File: src/rtl/acc_cpu_pkg.sv
// Package: opcodes, widths and controller types for the accumulator machine.
package acc_cpu_pkg;
  localparam int ADDR_BITS = 16;
  localparam int MEM_DEPTH = 1 << ADDR_BITS;

  typedef enum logic [7:0] {
    OPC_NOP  = 8'h00,
    OPC_LOD  = 8'h02,
    OPC_LODI = 8'h03,
    OPC_ADD  = 8'h04,
    OPC_SUB  = 8'h06,
    OPC_MUL  = 8'h08,
    OPC_DIV  = 8'h0A,
    OPC_MULU = 8'h0C,
    OPC_DIVU = 8'h0E
  } opcode_t;

  // Datapath byte-address source
  typedef enum logic [2:0] {
    AS_WRITE,
    AS_PC0,
    AS_PC1,
    AS_PC2,
    AS_T0,
    AS_T1
  } asel_t;

  typedef enum logic [3:0] {
    ST_IDLE,
    ST_OPC,
    ST_AHI,
    ST_ALO,
    ST_W1HI,
    ST_W1LO,
    ST_WPTR,
    ST_W2HI,
    ST_W2LO,
    ST_EXEC,
    ST_DIV,
    ST_DONE,
    ST_OUT
  } state_t;

  typedef struct packed {
    logic  mem_we;
    logic  mem_re;
    asel_t asel;
    logic  cap_opc;
    logic  cap_hi;
    logic  t_from_word;
    logic  d_from_word;
    logic  exec;
    logic  div_start;
    logic  div_step;
    logic  div_finish;
    logic  commit;
    logic  load_out;
  } ctl_t;

  typedef struct packed {
    logic [7:0] opcode;
    logic       div_last;
  } sts_t;
endpackage

File: src/rtl/acc_cpu_ctrl.sv
// Controller: sequences fetch, operand reads, divide and handshakes.
module acc_cpu_ctrl (
  input  logic               clk,
  input  logic               rst_n,
  input  logic               in_tvalid,
  output logic               in_tready,
  input  logic               in_op,
  output logic               out_tvalid,
  input  logic               out_tready,
  input  acc_cpu_pkg::sts_t  sts,
  output acc_cpu_pkg::ctl_t  ctl
);
  import acc_cpu_pkg::*;

  state_t state_r, state_nxt;
  logic   op_r;
  logic   is_div;

  assign is_div = (sts.opcode == OPC_DIV) || (sts.opcode == OPC_DIVU);

  always_ff @(posedge clk) begin
    if (!rst_n) state_r <= ST_IDLE;
    else state_r <= state_nxt;
  end

  always_ff @(posedge clk) begin
    if (in_tvalid && in_tready) op_r <= in_op;
  end

  always_comb begin
    state_nxt = state_r;
    unique case (state_r)
      ST_IDLE: if (in_tvalid) state_nxt = in_op ? ST_OPC : ST_EXEC;
      ST_OPC:  state_nxt = ST_AHI;
      ST_AHI:  state_nxt = ST_ALO;
      ST_ALO:  state_nxt = ST_W1HI;
      ST_W1HI: state_nxt = ST_W1LO;
      ST_W1LO: state_nxt = (sts.opcode == OPC_LOD) ? ST_WPTR : ST_EXEC;
      ST_WPTR: state_nxt = ST_W2HI;
      ST_W2HI: state_nxt = ST_W2LO;
      ST_W2LO: state_nxt = ST_EXEC;
      ST_EXEC: state_nxt = (op_r && is_div) ? ST_DIV : ST_OUT;
      ST_DIV:  if (sts.div_last) state_nxt = ST_DONE;
      ST_DONE: state_nxt = ST_OUT;
      ST_OUT:  if (out_tready) state_nxt = ST_IDLE;
      default: state_nxt = ST_IDLE;
    endcase
  end

  always_comb begin
    ctl = '0;
    ctl.asel = AS_PC0;
    in_tready = 1'b0;
    out_tvalid = 1'b0;
    unique case (state_r)
      ST_IDLE: begin
        in_tready = 1'b1;
        ctl.load_out = in_tvalid;
        ctl.mem_re = in_tvalid & in_op;
      end
      ST_OPC: begin
        ctl.cap_opc = 1'b1; ctl.mem_re = 1'b1; ctl.asel = AS_PC1;
      end
      ST_AHI: begin
        ctl.cap_hi = 1'b1; ctl.mem_re = 1'b1; ctl.asel = AS_PC2;
      end
      ST_ALO: begin
        ctl.t_from_word = 1'b1;
      end
      ST_W1HI: begin
        ctl.mem_re = 1'b1; ctl.asel = AS_T0;
      end
      ST_W1LO: begin
        ctl.cap_hi = 1'b1; ctl.mem_re = 1'b1; ctl.asel = AS_T1;
      end
      // indirect: pointer word becomes the next address
      ST_WPTR: begin
        ctl.t_from_word = 1'b1;
      end
      ST_W2HI: begin
        ctl.mem_re = 1'b1; ctl.asel = AS_T0;
      end
      ST_W2LO: begin
        ctl.cap_hi = 1'b1; ctl.mem_re = 1'b1; ctl.asel = AS_T1;
      end
      ST_EXEC: begin
        if (op_r) begin
          ctl.exec = 1'b1;
          ctl.div_start = is_div;
          ctl.d_from_word = sts.opcode inside {OPC_LOD, OPC_LODI};
        end else begin
          ctl.mem_we = 1'b1; ctl.asel = AS_WRITE;
        end
      end
      ST_DIV:  ctl.div_step = 1'b1;
      ST_DONE: ctl.div_finish = 1'b1;
      ST_OUT:  out_tvalid = 1'b1;
      default: ctl = '0;
    endcase
  end
endmodule

File: config.mk
export PLATFORM = sky130hd
export DESIGN_NAME = acc_cpu_ctrl
export DESIGN_NICKNAME = d
export VERILOG_FILES = /design/src/rtl/acc_cpu_pkg.sv /design/src/rtl/acc_cpu_ctrl.sv
export SDC_FILE = /design/constraint.sdc
export NUM_CORES = 1
export LEC_CHECK = 0
export BUFFER_PORTS_ARGS = -buffer_cell sky130_fd_sc_hd__buf_2
export CAP_MARGIN = 10
export CORE_MARGIN = 2
export CORE_UTILIZATION = 35
export CTS_CLUSTER_DIAMETER = 30
export DETAILED_ROUTE_END_ITERATION = 7
export PLACE_DENSITY = 0.69
export RECOVER_POWER = 50
export SLEW_MARGIN = 20
export SYNTH_ARGS = -nofsm -noshare
export SYNTH_HDL_FRONTEND = slang
export SYNTH_SLANG_ARGS = --single-unit
File: constraint.sdc
create_clock -name clk -period 4 [get_ports clk]
set_input_delay 0.2 -clock clk [delete_from_list [all_inputs] [get_ports clk]]
set_output_delay 0.2 -clock clk [all_outputs]
set_load 0.03 [all_outputs]
==> flow_summary.toml, run 1 <==
[outcome]
status = "complete, no violations"

[routing]
drt_iter0_markers = 8
remaining_drc_errors = 0
dr_total_vias = 676
ant_nets = 0
dr.pass1.iters = 4
wl_per_cell_um = 12.7
viasPerCell = 5.73
routed_wl_mm = 1.50

[floorplanning]
die_area_mm2 = 0.00196
die_x_um = 44.2
die_h_um = 44.2
core_mm2 = 0.00151
placementRows = 14
pin_count = 31
start_util_pct = 37.6

[clock_network]
clk_latency_ns = 0.24
clock_path_buffers = 2
cts-root-buf = "clkbuf_4"
cts_buffers = 3
cts_resized = 0
cts_setup_buffers = 0
clkTransAtPathRegs_ns = 0.04
cts_sinks = 5
ctsHtreeMaxLevel = 1
hold_buffers = 0
cts_tree = "done"

[synthesis]
synth_area_leaders = "dfxtp_1 14%, nor2_1 6.0%, edfxtp_1 5.3%"
synthCells = 75
synth_flop_cell = "dfxtp_1"
synthArstFlopShare_pct = 0
syn-num-nets = 89
yosysTopAreaCellShare_pct = 14.1
synth_largest_area_cell = "dfxtp_1"
synth_area_um2 = 567
synth_edf_count = 1
seq_area_frac_synth_pct = 19.4
ys_types = 40
synth_area_per_cell_um2 = 7.56
ys_warn_count = 0
ys_ff_latch = 5

[layout]
antenna_cells = 0
fillers = 160
seqCellArea_um2 = 110
post-route-util_pct = 44.9
final_common_cell = "buf_2"
most-common-layout-cells = "23 x buf_2, 9 x nor2_1, 7 x clkbuf_1"
synthToLayoutAreaGrowth_pct = 19.4
finalNetCount = 117
drive_gt1_share_pct = 25.5
multi_input_area_um2 = 368
final_cells = 118

[timing]
worstMarginPinSlew_ns = 0.585
whs_ns = 0.220
timing.fmax_mhz = 479
setup_viol = 0
fin_crit_sh_pct = 52.2
fin_crit_ns = 2.09
setup_tns_ns = 0
final_hold_viol_count = 0
finClkSkew_ns = 0.00403
rsz0062_at_grt = "no"
slew_headroom_pct = 60.9
finalMaxSlewViolations = 0
setup_ws_ns = 1.91

[setup_path]
cp_num_buf_inv = 1
critical-path-top-delay-family = "simple AND/OR/NAND/NOR gates"
critical_path.cell_chain = "nor4bb_1, nand4_1, nor4_1, buf_2"
worstSetupPathType = "flip-flop to primary output"
slowest_stage = "dfxtp_1"
worst_setup_path_start_kind = "flip-flop"
rr_worst_depth = 4
crit_cells = 4
cp_data_required_time_ns = 3.80
cp_max_fo = 13
end_kind = "primary output"
arrival_ns = 1.89
slowest_delay_ns = 0.56

[place]
place_inst = 114
dpl.hpwl_mm = 1.16
globalplace.congestion = 0.841
io_buffers = 29
pre_cts_slack_ns = 2.27

[power]
p_per_area_mw_per_mm2 = 720
ir_worst_vdd_uv = 419
power_leakage_nw = 0.285

[job]
cap_violations = 0

[global_route]
grt_pass1_wl_mm = 2.33
grt_pass1_vias = 548
grt_max_degree = 20
use_met2_pct = 26.5
grt-ovfl-total = 0
antenna_found_initial = 0
grtUsageMet3_pct = 4.49
grt.busiest_layer = "met2"
grt_use_total_pct = 15.8
use_met1_pct = 20.0

[min_path]
hold_class = "input port to flip-flop"
whs_path_depth = 1
## Yosys cell counts (all sizes together), types with 2 or more instances
| cell type | count |
|---|---|
| nand2b | 4 |
| nor3 | 3 |
| buf | 6 |
| nor4 | 3 |
| o31ai | 2 |
| a21oi | 5 |
| dfxtp | 4 |
| nor2b | 2 |
| nor2 | 9 |
| nand2 | 6 |
| or3 | 2 |
| inv | 4 |
| and2 | 2 |
## per-stage QoR
step,total power [mW],instance area [um2]
after floorplan,0.372,567
after global placement,0.437,684
after detailed placement,0.439,684
after CTS,0.500,711
after global routing,0.518,677
final,0.487,677
## final timing paths
kind / startpoint / end / slack, ns
worst max-delay path: state_r[3]$_SDFFE_PN0P_ / ctl[4] / 1.91
worst min-delay path: in_op / op_r$_DFFE_PP_ / 0.22
worst max register to register: state_r[3]$_SDFFE_PN0P_ / state_r[1]$_SDFFE_PN0P_ / 2.39
worst min register to register: op_r$_DFFE_PP_ / state_r[2]$_SDFFE_PN0P_ / 0.78
## layer usage
metal	share of wire, %	vias up	wire length (um)
met5	0	-	0
met4	0	0	0
met3	7.4	0	111
met2	48	22	714
met1	45	319	673
li1	-	335	-
## power by group
part           switching [mW]  total, mW  internal [mW]
clock network          0.0191     0.0567         0.0376
logic                   0.204      0.311          0.107
registers              0.0508      0.119         0.0682
## final cells by class
cell class / count / share of cell area (%)
flip-flops and latches: 5 / 16.3
well taps: 16 / 2.96
multi-input cells: 60 / 54.3
inverters: 4 / 2.22
repair buffers: 29 / 20.3
clock buffers: 4 / 3.88
## state kept, by name, indices dropped and copies added (netlist names)
name and flops:
state_r 4, op_r 1
## logic make-up (layout without fill, tap and decap cells)
group	count (synthesis)	after routing	share of synthesized area, %
simple gates	38	38	41.7
compound gates	21	21	27.2
flops	5	5	19.4
other cells	1	1	0.662
buf+inv	10	37	11.0
## worst reg2reg max path, cell delays in order, from the launching register on
cell and delay, ns:
dfxtp_1 0.56, nor4bb_1 0.33, nand4_1 0.15, nor4_1 0.34
o41a_1 0.19
(Power assumes the default switching activity.)
==> inputs of run 2 (changes only) <==
PLACE_DENSITY = 0.72   (was 0.69)
clock period = 1.88 ns   (was 4 ns; I/O delays follow)
==> run 2 against run 1 <==
Hold slack got worse by 0.11 ns; critical path type unchanged; largest power group unchanged; non-clock buffer count rose by 2; highest routed layer is now met4; routed wire length rose by 5.1%.
==> flow_summary.toml, run 2 (synthesis gave the netlist of run 1 again) <==
[place]
globalplace.congestion = 0.888
placed_cell_area_um2 = 716
place_inst = 116
io_buffers = 29
dpl.hpwl_mm = 1.26

[clock_network]
cts_resized = 2
clkTransAtPathRegs_ns = 0.05
clock_path_buffers = 2
hold_buffers = 0
clk_latency_ns = 0.25
ctsHtreeMaxLevel = 1
cts_setup_buffers = 0
cts_sinks = 5
cts-root-buf = "clkbuf_4"
cts_buffers = 3
cts_tree = "done"

[setup_path]
worstSetupPathType = "flip-flop to primary output"
slowest_delay_ns = 0.49
end_kind = "primary output"
arrival_ns = 1.66
cp_max_fo = 15
r2r_setup_slack_ns = 0.38
critical_path.cell_chain = "nor2b_1, o32ai_2, a211o_1, buf_2"
worst_setup_path_start_kind = "flip-flop"
slowest_stage = "dfxtp_2"
cp_data_required_time_ns = 1.79

[layout]
reg_top3 = "state_r (4), op_r (1)"
top_register = "state_r"
antenna_cells = 0
final_common_cell = "buf_2"
final_cells = 120
drive_gt1_share_pct = 31.7
final_area_um2 = 736
fillers = 149
largest_reg_flops = 4
finalNetCount = 119
synthToLayoutAreaGrowth_pct = 29.8
most-common-layout-cells = "22 x buf_2, 9 x nor2_1, 8 x clkbuf_1"

[routing]
dr_total_vias = 669
dr.pass1.iters = 4
remaining_drc_errors = 0
viasPerCell = 5.58
drt_iter0_markers = 19
routed_wl_mm = 1.58
top_layer = "met4"
met3_length_um = 122
wl_met1_um = 673
wl_per_cell_um = 13.1
met2_length_um = 762
ant_nets = 0

[floorplanning]
die_x_um = 44.2
pin_count = 31
die_h_um = 44.2
core_mm2 = 0.00151
start_util_pct = 37.6
placementRows = 14
die_area_mm2 = 0.00196

[timing]
fin_crit_sh_pct = 93.6
fin_crit_ns = 1.76
timing.fmax_mhz = 569
setup_viol = 0
setup_tns_ns = 0
finalMaxSlewViolations = 0
finClkSkew_ns = 0.0103
final_hold_viol_count = 0
rsz0062_at_grt = "no"

[power]
p_per_area_mw_per_mm2 = 1510
power_leakage_nw = 0.305
ir_worst_vdd_uv = 998

[global_route]
grt_pass1_wl_mm = 2.54
grt_pass1_vias = 602
grt_max_degree = 20
grt_use_total_pct = 17.2
grt-ovfl-total = 0
antenna_found_initial = 0

[outcome]
status = "complete, no violations"

[min_path]
hold_class = "input port to flip-flop"

[job]
cap_violations = 0
[run 2: per-stage QoR]
step	worst slack [ns]	hold slack (ns)	util (%)	power, mW
6_report	0.121	0.108	48.8	1.11
3_3_place_gp	0.272	0.321	47.5	0.982
5_1_grt	0.0472	0.110	48.8	1.20
2_1_floorplan	0.0451	0.193	-	0.823
3_5_place_dp	0.213	0.320	47.5	0.993
4_1_cts	0.122	0.0765	49.4	1.13
[run 2: path summary, 6_finish.rpt]
check	startpoint	end	cells past startpoint
min	rst_n	state_r[2]$_SDFFE_PN0P_	2
max	state_r[1]$_SDFFE_PN0P_	ctl[13]	4
max reg2reg	state_r[0]$_SDFFE_PN0P_	state_r[2]$_SDFFE_PN0P_	5
min reg2reg	state_r[2]$_SDFFE_PN0P_	state_r[2]$_SDFFE_PN0P_	2
[run 2: layout make-up]
class | instances | area, um2 | share of cell area [%]
timing repair buffer | 31 | 151 | 20.6
sequential | 5 | 113 | 15.3
multi-input combinational | 60 | 410 | 55.8
tap | 16 | 20.0 | 2.72
inverter | 4 | 15.0 | 2.04
clock buffer | 4 | 26.3 | 3.57
[run 2: critical path, delay by kind of cell, from the launching register on]
family / cells / cell delay (ns)
compound gates: 2 / 0.43
buf+inv: 1 / 0.18
flops: 1 / 0.49
simple gates: 1 / 0.32
[run 2: power breakdown]
group	leakage, nW	total [mW]	internal, mW	switching (mW)
registers	0.0432	0.233	0.148	0.0845
logic	0.247	0.756	0.268	0.488
clock network	0.0150	0.125	0.0803	0.0450
total	0.305	1.11	0.496	0.617
[run 2: routing by layer]
layer | GRT usage [%] | vias to the layer above
met1 | 20.7 | 304
met3 | 6.94 | 2
met5 | 0 | -
met4 | 4.85 | 0
li1 | - | 338
met2 | 28.2 | 25
==> inputs of run 3 (changes only) <==
PLACE_DENSITY = 0.69   (was 0.72)
clock period = 2.1 ns   (was 1.88 ns; I/O delays follow)
==> run 3 against run 2 <==
Register-to-register slack improved by 0.11 ns; via count down 1.5%; utilization is 2.2 points lower; routed wire length fell by 3.7%; cell area is 4.4% lower; cell count fell by 1.7%; critical path depth stayed put; critical path type unchanged; hold slack improved by 0.018 ns.
==> flow_summary.toml, run 3 (synthesis gave the netlist of run 1 again) <==
[power]
p_switching_mw = 0.529
ir_worst_vdd_uv = 641
p_per_area_mw_per_mm2 = 1340
power_leakage_nw = 0.292
power.total_mw = 0.942
p_int_mw = 0.413
pwr-share-seq_pct = 24.3
combPwrFrac_pct = 64.3
switching_share_pct = 56.1
clock_power_share_pct = 11.5

[routing]
remaining_drc_errors = 0
ant_nets = 0
dr.pass1.iters = 4
routed_wl_mm = 1.52
dr_total_vias = 659
wl_per_cell_um = 12.9
viasPerCell = 5.58
drt_iter0_markers = 12

[layout]
seqCellArea_um2 = 110
largest_reg_flops = 4
multi_input_area_um2 = 394
most-common-layout-cells = "23 x buf_2, 9 x nor2_1, 7 x clkbuf_1"
synthToLayoutAreaGrowth_pct = 24.1
finalNetCount = 117
final_cells = 118
top_register = "state_r"
drive_gt1_share_pct = 28.4
final_common_cell = "buf_2"
fillers = 168
antenna_cells = 0
reg_top3 = "state_r (4), op_r (1)"

[clock_network]
ctsHtreeMaxLevel = 1
cts_tree = "done"
cts_setup_buffers = 0
clock_path_buffers = 2
hold_buffers = 0
clkTransAtPathRegs_ns = 0.04
clk_latency_ns = 0.24
cts_resized = 0
cts_buffers = 3
cts_sinks = 5
cts-root-buf = "clkbuf_4"

[setup_path]
slowest_stage = "dfxtp_1"
rr_worst_depth = 4
cp_data_required_time_ns = 2.00
worstSetupPathType = "flip-flop to primary output"
critical_path.cell_chain = "nor2b_1, o32ai_1, a211o_1, buf_2"
critical-path-top-delay-family = "flip-flops"
end_kind = "primary output"
r2r_setup_slack_ns = 0.49
arrival_ns = 1.79
worst_setup_path_start_kind = "flip-flop"
slowest_delay_ns = 0.60
r2r-end = "state_r[2]$_SDFFE_PN0P_"
cp_max_fo = 15
cp_num_buf_inv = 1
timing.rr.start = "state_r[2]$_SDFFE_PN0P_"

[timing]
finClkSkew_ns = 0.00479
timing.fmax_mhz = 527
rsz0062_at_grt = "no"
finalMaxSlewViolations = 0
setup_viol = 0
whs_ns = 0.125
fin_crit_sh_pct = 90.3
setup_tns_ns = 0
slew_headroom_pct = 59.4
fin_crit_ns = 1.90
final_hold_viol_count = 0
setup_ws_ns = 0.203
worstMarginPinSlew_ns = 0.608

[global_route]
grt_pass1_vias = 559
grt_pass1_wl_mm = 2.47
antenna_found_initial = 0
grt-ovfl-total = 0
grt_max_degree = 20
grt_use_total_pct = 16.7

[floorplanning]
core_mm2 = 0.00151
placementRows = 14
pin_count = 31
die_area_mm2 = 0.00196
die_x_um = 44.2
die_h_um = 44.2
start_util_pct = 37.6

[place]
place_inst = 114
pre_cts_slack_ns = 0.473
dpl.hpwl_mm = 1.22
globalplace.congestion = 0.841
io_buffers = 29

[min_path]
whs_path_depth = 1
hold_start = "in_op"
hold_class = "input port to flip-flop"
min_to = "op_r$_DFFE_PP_"

[outcome]
status = "complete, no violations"

[job]
cap_violations = 0
[run 3: changes by cell type in the layout (fill, tap and decap cells not counted), sizes merged]
cell | previous run | this run
clkbuf | 11 | 10
buf | 24 | 23
[run 3: metrics by stage]
| stage | cell area, um2 | utilization (%) |
|---|---|---|
| finish | 703 | 46.7 |
| global route | 703 | 46.7 |
| CTS | 711 | 47.2 |
| detailed placement | 684 | 45.4 |
| global placement | 684 | 45.4 |
| floorplan | 567 | - |
[run 3: worst max-delay path by stage]
stage / start / endpoint / slack [ns] / depth (start not counted)
after floorplan: state_r[0]$_SDFFE_PN0P_ / ctl[13] / 0.03 / 4
after global routing: state_r[2]$_SDFFE_PN0P_ / ctl[13] / 0.08 / 4
after CTS: state_r[3]$_SDFFE_PN0P_ / ctl[4] / 0.22 / 4
after global placement: state_r[3]$_SDFFE_PN0P_ / ctl[4] / 0.46 / 4
final: state_r[1]$_SDFFE_PN0P_ / ctl[13] / 0.20 / 4
after detailed placement: state_r[3]$_SDFFE_PN0P_ / ctl[4] / 0.47 / 4
[run 3: metal layers]
layer	vias to the layer above	track usage, %	routed length, um
met5	-	0	0
met4	0	2.42	0
met3	0	6.94	132
met2	29	27.6	723
met1	297	20.6	664
li1	333	-	-
[run 3: cell type report]
cell class | instances | share of cell area [%]
clock buffers | 4 | 3.74
inverters | 4 | 2.14
multi-input cells | 60 | 56.0
flip-flops and latches | 5 | 15.7
well taps | 16 | 2.85
repair buffers | 29 | 19.6
[run 3: power groups by stage]
| stage | clock, mW | sequential, mW | combinational (mW) |
|---|---|---|---|
| detailed placement | 0 | 0.229 | 0.612 |
| floorplan | 0 | 0.154 | 0.555 |
| finish | 0.108 | 0.229 | 0.605 |
| global placement | 0 | 0.227 | 0.605 |
| CTS | 0.113 | 0.227 | 0.615 |
| global route | 0.122 | 0.244 | 0.650 |
[run 3: worst register-to-register path, cell delays in order, from the launching register on]
cell and delay, ns:
dfxtp_1 0.70, nand2b_1 0.25, or2_0 0.22, a41oi_1 0.08, o31a_1 0.25
